`src/rtl/apn_pkg.sv`:
```
`timescale 1ns / 1ps

package apn_pkg;

    // Field and datapath widths.
    localparam int SAMPLE_W = 16;
    localparam int MAG_W    = 17;
    localparam int TARGET_W = 15;
    localparam int GAIN_W   = 32;
    localparam int QUO_W    = 31;
    localparam int PROD_W   = MAG_W + GAIN_W;
    localparam int FRAC_W   = 16;

    // Reset values and unity gain in Q16.16.
    localparam logic [TARGET_W-1:0] TARGET_RESET = 15'h7FFF;
    localparam logic [GAIN_W-1:0]   UNITY_GAIN   = 32'h0001_0000;

    // Default queue depths.
    localparam int QUEUE_DEPTH_DEF  = 4;
    localparam int RESULT_DEPTH_DEF = 4;

    // Function codes.
    localparam logic FUNC_MEASURE = 1'b0;
    localparam logic FUNC_SCALE   = 1'b1;

    // One classified word as it travels from the front to the back.
    typedef struct packed {
        logic             is_scale;
        logic             first;
        logic             neg;
        logic [MAG_W-1:0] mag;
    } item_t;

endpackage

```
`src/rtl/audio_peak_normaliser_top.sv`:
```
`timescale 1ns / 1ps

// Two-pass peak normalizer for signed Q1.15 audio samples.
// Input channel: a word is taken when push is high and full is low. func
// selects measure (track the peak |sample|, first clears it beforehand) or
// scale (emit sample times gain, truncated and saturated to +/- target).
// Result channel: while empty is low, scaled_sample shows the oldest word;
// it is taken when pop is high. Only scale words produce results.
// Configuration: cfg_wr_en writes cfg_wr_data into the target peak, to be
// used while the block is idle.
// Throughput: one word per cycle, while scale words find room in the result
// queue. The first scale word after any measure computes the gain with a
// restoring divider, one quotient bit per cycle, holding the back end until
// the gain is ready; a zero peak skips the divide and gives unity gain.
// Path: a scale word passes the input queue, the multiply stage register
// and the result queue before it appears on the result ports.
// Reset: target returns to 32767, peak to zero, gain to unity, all queues
// empty. When pop stays low the result queue fills, the back end stops
// issuing, the input queue fills and full rises; nothing is dropped.
module audio_peak_normaliser_top
    import apn_pkg::*;
#(
    parameter int QUEUE_DEPTH  = QUEUE_DEPTH_DEF,
    parameter int RESULT_DEPTH = RESULT_DEPTH_DEF
) (
    input  logic                       clk,
    input  logic                       rst_n,
    input  logic                       cfg_wr_en,
    input  logic [TARGET_W-1:0]        cfg_wr_data,
    input  logic                       push,
    output logic                       full,
    input  logic                       func,
    input  logic                       first,
    input  logic signed [SAMPLE_W-1:0] sample_value,
    output logic                       empty,
    input  logic                       pop,
    output logic signed [SAMPLE_W-1:0] scaled_sample
);

    item_t item_head;
    logic  item_empty;
    logic  item_pop;

    // Front end: classify and queue incoming words.
    apn_front #(
        .QUEUE_DEPTH (QUEUE_DEPTH)
    ) u_front (
        .clk          (clk),
        .rst_n        (rst_n),
        .push         (push),
        .full         (full),
        .func         (func),
        .first        (first),
        .sample_value (sample_value),
        .item_pop     (item_pop),
        .item_head    (item_head),
        .item_empty   (item_empty)
    );

    // Back end: peak tracking, gain divide, scaling and result queue.
    apn_back #(
        .RESULT_DEPTH (RESULT_DEPTH)
    ) u_back (
        .clk           (clk),
        .rst_n         (rst_n),
        .cfg_wr_en     (cfg_wr_en),
        .cfg_wr_data   (cfg_wr_data),
        .item_head     (item_head),
        .item_empty    (item_empty),
        .item_pop      (item_pop),
        .empty         (empty),
        .pop           (pop),
        .scaled_sample (scaled_sample)
    );

endmodule

```
`src/rtl/apn_fifo.sv`:
```
`timescale 1ns / 1ps

module apn_fifo #(
    parameter int WIDTH = 8,
    parameter int DEPTH = 4
) (
    input  logic                       clk,
    input  logic                       rst_n,
    input  logic                       wr_en,
    input  logic [WIDTH-1:0]           wr_data,
    input  logic                       rd_en,
    output logic [WIDTH-1:0]           rd_data,
    output logic                       is_full,
    output logic                       is_empty,
    output logic [$clog2(DEPTH+1)-1:0] level
);

    localparam int PTR_W = (DEPTH > 1) ? $clog2(DEPTH) : 1;
    localparam int CNT_W = $clog2(DEPTH + 1);
    localparam logic [PTR_W-1:0] LAST_PTR = PTR_W'(DEPTH - 1);
    localparam logic [CNT_W-1:0] FULL_CNT = CNT_W'(DEPTH);

    logic [WIDTH-1:0] mem_reg [DEPTH];
    logic [PTR_W-1:0] wr_ptr_reg, wr_ptr_next;
    logic [PTR_W-1:0] rd_ptr_reg, rd_ptr_next;
    logic [CNT_W-1:0] cnt_reg, cnt_next;
    logic             do_wr, do_rd;

    assign is_full  = (cnt_reg == FULL_CNT);
    assign is_empty = (cnt_reg == '0);
    assign level    = cnt_reg;
    assign rd_data  = mem_reg[rd_ptr_reg];
    assign do_wr    = wr_en && !is_full;
    assign do_rd    = rd_en && !is_empty;

    // Pointer and count update with wrap at the last entry.
    always_comb
    begin
        wr_ptr_next = wr_ptr_reg;
        rd_ptr_next = rd_ptr_reg;
        cnt_next    = cnt_reg;
        if (do_wr)
        begin
            wr_ptr_next = (wr_ptr_reg == LAST_PTR) ? '0 : wr_ptr_reg + 1'b1;
        end
        if (do_rd)
        begin
            rd_ptr_next = (rd_ptr_reg == LAST_PTR) ? '0 : rd_ptr_reg + 1'b1;
        end
        if (do_wr && !do_rd)
        begin
            cnt_next = cnt_reg + 1'b1;
        end
        else if (do_rd && !do_wr)
        begin
            cnt_next = cnt_reg - 1'b1;
        end
    end

    always_ff @(posedge clk or negedge rst_n)
    begin
        if (!rst_n)
        begin
            wr_ptr_reg <= '0;
            rd_ptr_reg <= '0;
            cnt_reg    <= '0;
        end
        else
        begin
            wr_ptr_reg <= wr_ptr_next;
            rd_ptr_reg <= rd_ptr_next;
            cnt_reg    <= cnt_next;
        end
    end

    // Storage needs no reset.
    always_ff @(posedge clk)
    begin
        if (do_wr)
        begin
            mem_reg[wr_ptr_reg] <= wr_data;
        end
    end

endmodule

```
`src/rtl/apn_front.sv`:
```
`timescale 1ns / 1ps

module apn_front
    import apn_pkg::*;
#(
    parameter int QUEUE_DEPTH = QUEUE_DEPTH_DEF
) (
    input  logic                       clk,
    input  logic                       rst_n,
    input  logic                       push,
    output logic                       full,
    input  logic                       func,
    input  logic                       first,
    input  logic signed [SAMPLE_W-1:0] sample_value,
    input  logic                       item_pop,
    output item_t                      item_head,
    output logic                       item_empty
);

    localparam int ITEM_W = $bits(item_t);

    logic [SAMPLE_W-1:0]            raw;
    item_t                          item_in;
    logic [ITEM_W-1:0]              head_bits;
    logic [$clog2(QUEUE_DEPTH+1)-1:0] q_level;

    // Split the sample into sign and magnitude; the most negative value
    // keeps its full magnitude of 32768 as an unsigned value.
    assign raw = $unsigned(sample_value);

    always_comb
    begin
        item_in.is_scale = (func == FUNC_SCALE);
        item_in.first    = first;
        item_in.neg      = raw[SAMPLE_W-1];
        if (raw[SAMPLE_W-1])
        begin
            item_in.mag = (MAG_W'(1) << SAMPLE_W) - {1'b0, raw};
        end
        else
        begin
            item_in.mag = {1'b0, raw};
        end
    end

    // Queue between the accepting side and the processing side.
    apn_fifo #(
        .WIDTH (ITEM_W),
        .DEPTH (QUEUE_DEPTH)
    ) u_item_q (
        .clk      (clk),
        .rst_n    (rst_n),
        .wr_en    (push),
        .wr_data  (item_in),
        .rd_en    (item_pop),
        .rd_data  (head_bits),
        .is_full  (full),
        .is_empty (item_empty),
        .level    (q_level)
    );

    assign item_head = item_t'(head_bits);

    // The level is not needed on this side beyond the full flag.
    logic unused_level;
    assign unused_level = ^q_level;

endmodule

```
`src/rtl/apn_back.sv`:
```
`timescale 1ns / 1ps

module apn_back
    import apn_pkg::*;
#(
    parameter int RESULT_DEPTH = RESULT_DEPTH_DEF
) (
    input  logic                       clk,
    input  logic                       rst_n,
    input  logic                       cfg_wr_en,
    input  logic [TARGET_W-1:0]        cfg_wr_data,
    input  item_t                      item_head,
    input  logic                       item_empty,
    output logic                       item_pop,
    output logic                       empty,
    input  logic                       pop,
    output logic signed [SAMPLE_W-1:0] scaled_sample
);

    localparam int RCNT_W = $clog2(RESULT_DEPTH + 1);
    localparam int DCNT_W = $clog2(QUO_W);
    localparam int REM_W  = MAG_W - 1;
    localparam int HI_W   = PROD_W - FRAC_W;
    localparam logic [DCNT_W-1:0] DCNT_LAST = DCNT_W'(QUO_W - 1);
    localparam logic [RCNT_W:0]   RES_SLOTS = (RCNT_W + 1)'(RESULT_DEPTH);

    typedef enum logic [1:0] {
        ST_RUN = 2'b01,
        ST_DIV = 2'b10
    } state_t;

    state_t              state_reg, state_next;
    logic [TARGET_W-1:0] target_reg;
    logic [MAG_W-1:0]    peak_reg, peak_next;
    logic [GAIN_W-1:0]   gain_reg, gain_next;
    logic                ready_reg, ready_next;

    // Divider registers: dq holds dividend bits shifting out and
    // quotient bits shifting in.
    logic [QUO_W-1:0]    dq_reg, dq_next;
    logic [REM_W-1:0]    rem_reg, rem_next;
    logic [DCNT_W-1:0]   dcnt_reg, dcnt_next;
    logic [MAG_W-1:0]    rem_sh;
    logic                q_bit;

    // Multiply stage.
    logic                s1_valid_reg, s1_valid_next;
    logic                s1_neg_reg;
    logic [HI_W-1:0]     s1_prod_reg;
    logic [PROD_W-1:0]   prod_full;
    logic                issue;

    // Result queue side.
    logic [RCNT_W-1:0]   res_level;
    logic                res_full;
    logic [TARGET_W-1:0] sat_mag;
    logic [SAMPLE_W-1:0] res_word;
    logic [SAMPLE_W-1:0] res_head;
    logic                has_room;

    // Room for one more word counting the one in the multiply stage.
    assign has_room = ({1'b0, res_level} + (RCNT_W + 1)'(s1_valid_reg)) < RES_SLOTS;

    // One restoring divide step.
    assign rem_sh = {rem_reg, dq_reg[QUO_W-1]};
    assign q_bit  = (rem_sh >= peak_reg);

    // Control: measure, gain setup, divide and issue of scale words.
    always_comb
    begin
        state_next = state_reg;
        peak_next  = peak_reg;
        gain_next  = gain_reg;
        ready_next = ready_reg;
        dq_next    = dq_reg;
        rem_next   = rem_reg;
        dcnt_next  = dcnt_reg;
        item_pop   = 1'b0;
        issue      = 1'b0;
        unique case (state_reg)
            ST_RUN:
            begin
                if (!item_empty)
                begin
                    if (!item_head.is_scale)
                    begin
                        item_pop   = 1'b1;
                        ready_next = 1'b0;
                        if (item_head.first || (item_head.mag > peak_reg))
                        begin
                            peak_next = item_head.mag;
                        end
                    end
                    else if (!ready_reg)
                    begin
                        if (peak_reg == '0)
                        begin
                            gain_next  = UNITY_GAIN;
                            ready_next = 1'b1;
                        end
                        else
                        begin
                            dq_next    = {target_reg, FRAC_W'(0)};
                            rem_next   = '0;
                            dcnt_next  = '0;
                            state_next = ST_DIV;
                        end
                    end
                    else if (has_room)
                    begin
                        item_pop = 1'b1;
                        issue    = 1'b1;
                    end
                end
            end
            ST_DIV:
            begin
                rem_next  = q_bit ? REM_W'(rem_sh - peak_reg) : rem_sh[REM_W-1:0];
                dq_next   = {dq_reg[QUO_W-2:0], q_bit};
                dcnt_next = dcnt_reg + 1'b1;
                if (dcnt_reg == DCNT_LAST)
                begin
                    gain_next  = {{(GAIN_W - QUO_W){1'b0}}, dq_next};
                    ready_next = 1'b1;
                    state_next = ST_RUN;
                end
            end
            default:
            begin
                state_next = ST_RUN;
            end
        endcase
    end

    assign s1_valid_next = issue;
    assign prod_full     = PROD_W'(item_head.mag) * PROD_W'(gain_reg);

    always_ff @(posedge clk or negedge rst_n)
    begin
        if (!rst_n)
        begin
            state_reg    <= ST_RUN;
            target_reg   <= TARGET_RESET;
            peak_reg     <= '0;
            gain_reg     <= UNITY_GAIN;
            ready_reg    <= 1'b0;
            dcnt_reg     <= '0;
            s1_valid_reg <= 1'b0;
        end
        else
        begin
            state_reg    <= state_next;
            peak_reg     <= peak_next;
            gain_reg     <= gain_next;
            ready_reg    <= ready_next;
            dcnt_reg     <= dcnt_next;
            s1_valid_reg <= s1_valid_next;
            if (cfg_wr_en)
            begin
                target_reg <= cfg_wr_data;
            end
        end
    end

    // Datapath registers.
    always_ff @(posedge clk)
    begin
        dq_reg  <= dq_next;
        rem_reg <= rem_next;
        if (issue)
        begin
            s1_prod_reg <= prod_full[PROD_W-1:FRAC_W];
            s1_neg_reg  <= item_head.neg;
        end
    end

    // Saturate to the target magnitude and restore the sign.
    always_comb
    begin
        if (s1_prod_reg > HI_W'(target_reg))
        begin
            sat_mag = target_reg;
        end
        else
        begin
            sat_mag = s1_prod_reg[TARGET_W-1:0];
        end
        if (s1_neg_reg)
        begin
            res_word = SAMPLE_W'(0) - {1'b0, sat_mag};
        end
        else
        begin
            res_word = {1'b0, sat_mag};
        end
    end

    apn_fifo #(
        .WIDTH (SAMPLE_W),
        .DEPTH (RESULT_DEPTH)
    ) u_result_q (
        .clk      (clk),
        .rst_n    (rst_n),
        .wr_en    (s1_valid_reg),
        .wr_data  (res_word),
        .rd_en    (pop),
        .rd_data  (res_head),
        .is_full  (res_full),
        .is_empty (empty),
        .level    (res_level)
    );

    assign scaled_sample = $signed(res_head);

    // Space is tracked by the level; the full flag is redundant here.
    logic unused_full;
    assign unused_full = res_full;

endmodule
```
`config.mk`:
```
export PLATFORM = sky130hd
export DESIGN_NAME = audio_peak_normaliser_top
export DESIGN_NICKNAME = d
export VERILOG_FILES = /design/src/rtl/apn_pkg.sv /design/src/rtl/audio_peak_normaliser_top.sv /design/src/rtl/apn_fifo.sv /design/src/rtl/apn_front.sv /design/src/rtl/apn_back.sv
export SDC_FILE = /design/constraint.sdc
export NUM_CORES = 2
export LEC_CHECK = 0
export BUFFER_PORTS_ARGS = -buffer_cell sky130_fd_sc_hd__buf_2
export CORE_MARGIN = 2
export CORE_UTILIZATION = 37
export DETAILED_ROUTE_END_ITERATION = 10
export MAX_ROUTING_LAYER = met4
export SYNTH_ARGS = -nofsm -noshare
export SYNTH_HDL_FRONTEND = slang
export SYNTH_SLANG_ARGS = --single-unit
```
`constraint.sdc`:
```
create_clock -name clk -period 15.2 [get_ports clk]
set_clock_uncertainty 0.15 [all_clocks]
set_input_delay 3.04 -clock clk [delete_from_list [all_inputs] [get_ports clk]]
set_output_delay 3.04 -clock clk [all_outputs]
set_load 0.01 [all_outputs]
```
==> impl_metrics.ini <==
[outcome]
status = finished, final reports clean

[sta]
period_share_pct = 55.8
period_needed_ns = 8.49
fin_tns_setup_ns = 0
rsz0062_at_grt = false
max_slew_margin_pct = 29.6
fmax_mhz = 118
drv_slew = 0
hold_viol = 0
setup_viol = 0
tightest_slew_ns = 1.06

[hold_path]
whs_endpoint = u_front.u_item_q.level[2]
holdPathStages = 1
hp-start = u_front.u_item_q.level[2]
hold_class = flop to flop

[finish]
diodes = 0
multi_input_area_um2 = 18900
finalNetCount = 3578
seqCellArea_um2 = 8930
layout-drive-gt1-share_pct = 8.47
fillers = 7928
largest_register_ffs = 80
areaGrowthSynthToFinish_pct = 8.18
final_util_pct = 40.4

[routing]
drt-pass1-iter-count = 5
vias_per_cell = 4.95
ant_nets = 0
wirelength_um = 71200
drc = 0
wl_per_cell_um = 17.8
drt_iter0_markers = 1148
via_count = 19800

[floorplanning]
start_util_pct = 37.3
die-area_um2 = 84800
rows = 105
core_region_area_um2 = 81800
die_y_um = 291
io_pins = 56
die_w_um = 291

[worst_setup_path]
critical_path_required_ns = 15.36
cpPeakStageDelay_ns = 0.99
crit_family = adder cells
critPathLaunchType = flop
path_buf_inv = 3
crit_top_cell = fa_1
r2r_slack_ns = 6.71
crit_arrival_ns = 8.65
crit_chain = mux4_2, nand2_1, fa_1, fa_1, fa_1, inv_1, fa_1, fa_1, inv_1, fa_1, inv_1, ha_1, nand3_1, a2111oi_0, a32oi_1, a31oi_1, a211oi_2, o21ai_1, a211oi_1, o21bai_1, xor2_1
reg2reg_to = u_back.s1_prod_reg[26]
cp_max_fo = 33
crit_path_start = u_front.u_item_q.rd_ptr_reg[1]
cp-end-kind = flop
reg2reg_depth = 21
r2r-start = u_front.u_item_q.rd_ptr_reg[1]
slowest_stage = dfrtp_1
path_class = flop to flop

[clocking]
postCtsSetupBuffers = 0
tritoncts = built
htreeDepth = 2
cts_resized = 0
cts_buffer_depth = 3
cts_root_buf = clkbuf_16
clk_latency_ns = 0.56
cts-buffers-inserted = 36
clk_pin_slew_ns = 0.06
hold_buffers = 0
clock-sinks = 311

[global_route]
grt_pass1_wl_um = 118000
grt_max_degree = 57
first_global_vias = 21400
antenna_found_initial = 0
overflow = 0
groute.usage.overall_pct = 18.1

[synth]
syn_avg_cell_area_um2 = 10.5
async_reset_ff_share_pct = 27.7
syn_inst = 2917
synth-seq-cells = 311
synth_cell_type_count = 70
synth_area_um2 = 30500
synth-main-ff-cell = edfxtp_1
yosysSeqAreaShare_pct = 29.3
synth_edf_count = 225
yosys_warnings = 0
synth_area_leaders = fa_1 (29%), edfxtp_1 (22%), ha_1 (7.8%), inv_1 (7.2%), dfrtp_1 (5.7%)
synth_top_area_share_pct = 28.6
yosysTopAreaCell = fa_1

[place]
place_congestion = 0.855
place_hpwl_um = 52300
io_buffers = 55

[job]
drv_cap = 0
-- kinds of logic after synthesis --
family          Yosys count  share of synthesized area [%]
compound gates          264                           5.53
xor+xnor                 85                           2.44
fa+ha+maj               627                           36.4
buf+inv                 714                           8.81
flops                   311                           29.3
mux                      94                           4.72
other cells               1                         0.0123
simple gates            821                           12.8
-- area by class of cell --
| type | count | share of cell area (%) |
|---|---|---|
| repair buffers | 84 | 1.50 |
| clock inverters | 17 | 0.481 |
| inverters | 585 | 6.65 |
| clock buffers | 47 | 2.91 |
| multi-input cells | 1895 | 57.4 |
| flip-flops and latches | 311 | 27.0 |
| well taps | 1070 | 4.05 |
-- synthesized netlist by cell type, types with 31 or more instances --
cell      count
a21o_1       37
a21oi_1      57
and2_1      226
clkbuf_1    110
dfrtp_1      69
edfxtp_1    225
fa_1        436
ha_1        191
inv_1       585
mux2_2       40
mux4_2       36
nand2_1     416
nor2_1       62
o21ai_0      85
xnor2_1      54
xor2_1       31
-- cell usage in the layout (no fill, tap or decap), types with 5 or more instances in the layout --
master,count
nor2_1,62
clkinv_2,5
and3_1,8
xnor2_1,54
a211oi_1,12
buf_4,30
o21bai_1,7
edfxtp_1,225
buf_2,54
nand2_1,416
o31ai_1,7
and2_1,226
clkbuf_16,36
o21a_1,8
nand2b_1,10
dfrtp_1,69
a31oi_1,5
dfstp_2,17
mux4_2,36
or3_1,8
a21oi_1,57
nor3_1,17
a21o_1,37
nor4_1,15
nand4_1,17
nor2b_1,14
mux2i_1,18
inv_1,585
nand3_1,16
xor2_1,31
clkbuf_1,9
ha_1,190
fa_1,436
o21ai_0,84
mux2_2,40
-- through the flow --
step / instances / area (um^2) / worst slack, ns / hold WS, ns
after floorplan: 2920 / 30500 / 7.70 / 0.306
after global placement: 3945 / 31900 / 6.85 / 0.329
after detailed placement: 3945 / 31900 / 6.74 / 0.338
after CTS: 4009 / 33000 / 6.73 / 0.354
after global routing: 4009 / 33000 / 6.23 / 0.365
final: 4009 / 33000 / 6.71 / 0.351
-- worst max-delay path by stage --
stage | end | cells past startpoint | slack [ns]
final | u_back.s1_prod_reg[26] | 21 | 6.71
after global routing | u_back.s1_prod_reg[26] | 21 | 6.23
after CTS | u_back.s1_prod_reg[26] | 21 | 6.73
after detailed placement | u_back.s1_prod_reg[26] | 21 | 6.74
after global placement | u_back.s1_prod_reg[26] | 21 | 6.85
after floorplan | u_back.s1_prod_reg[26] | 24 | 7.70
-- worst register-to-register path, cell delays in order, from the launching register on --
cell	delay, ns
dfrtp_1	0.99
mux4_2	0.98
nand2_1	0.25
fa_1	0.59
fa_1	0.45
fa_1	0.52
inv_1	0.05
fa_1	0.47
fa_1	0.54
inv_1	0.05
fa_1	0.53
inv_1	0.04
ha_1	0.35
nand3_1	0.21
a2111oi_0	0.09
a32oi_1	0.58
a31oi_1	0.32
a211oi_2	0.30
o21ai_1	0.10
a211oi_1	0.40
o21bai_1	0.12
xor2_1	0.15
-- layer usage --
metal | vias to the layer above | track usage (%) | routed length [um]
li1 | 9147 | - | -
met1 | 10200 | 23.3 | 31300
met2 | 402 | 30.1 | 34800
met3 | 110 | 2.10 | 3100
met4 | 0 | 5.05 | 1970
met5 | - | - | 0
Power is left out: the tool's default activity adds up to more than one toggle a clock period on the data nets, which glitch-free logic cannot reach.
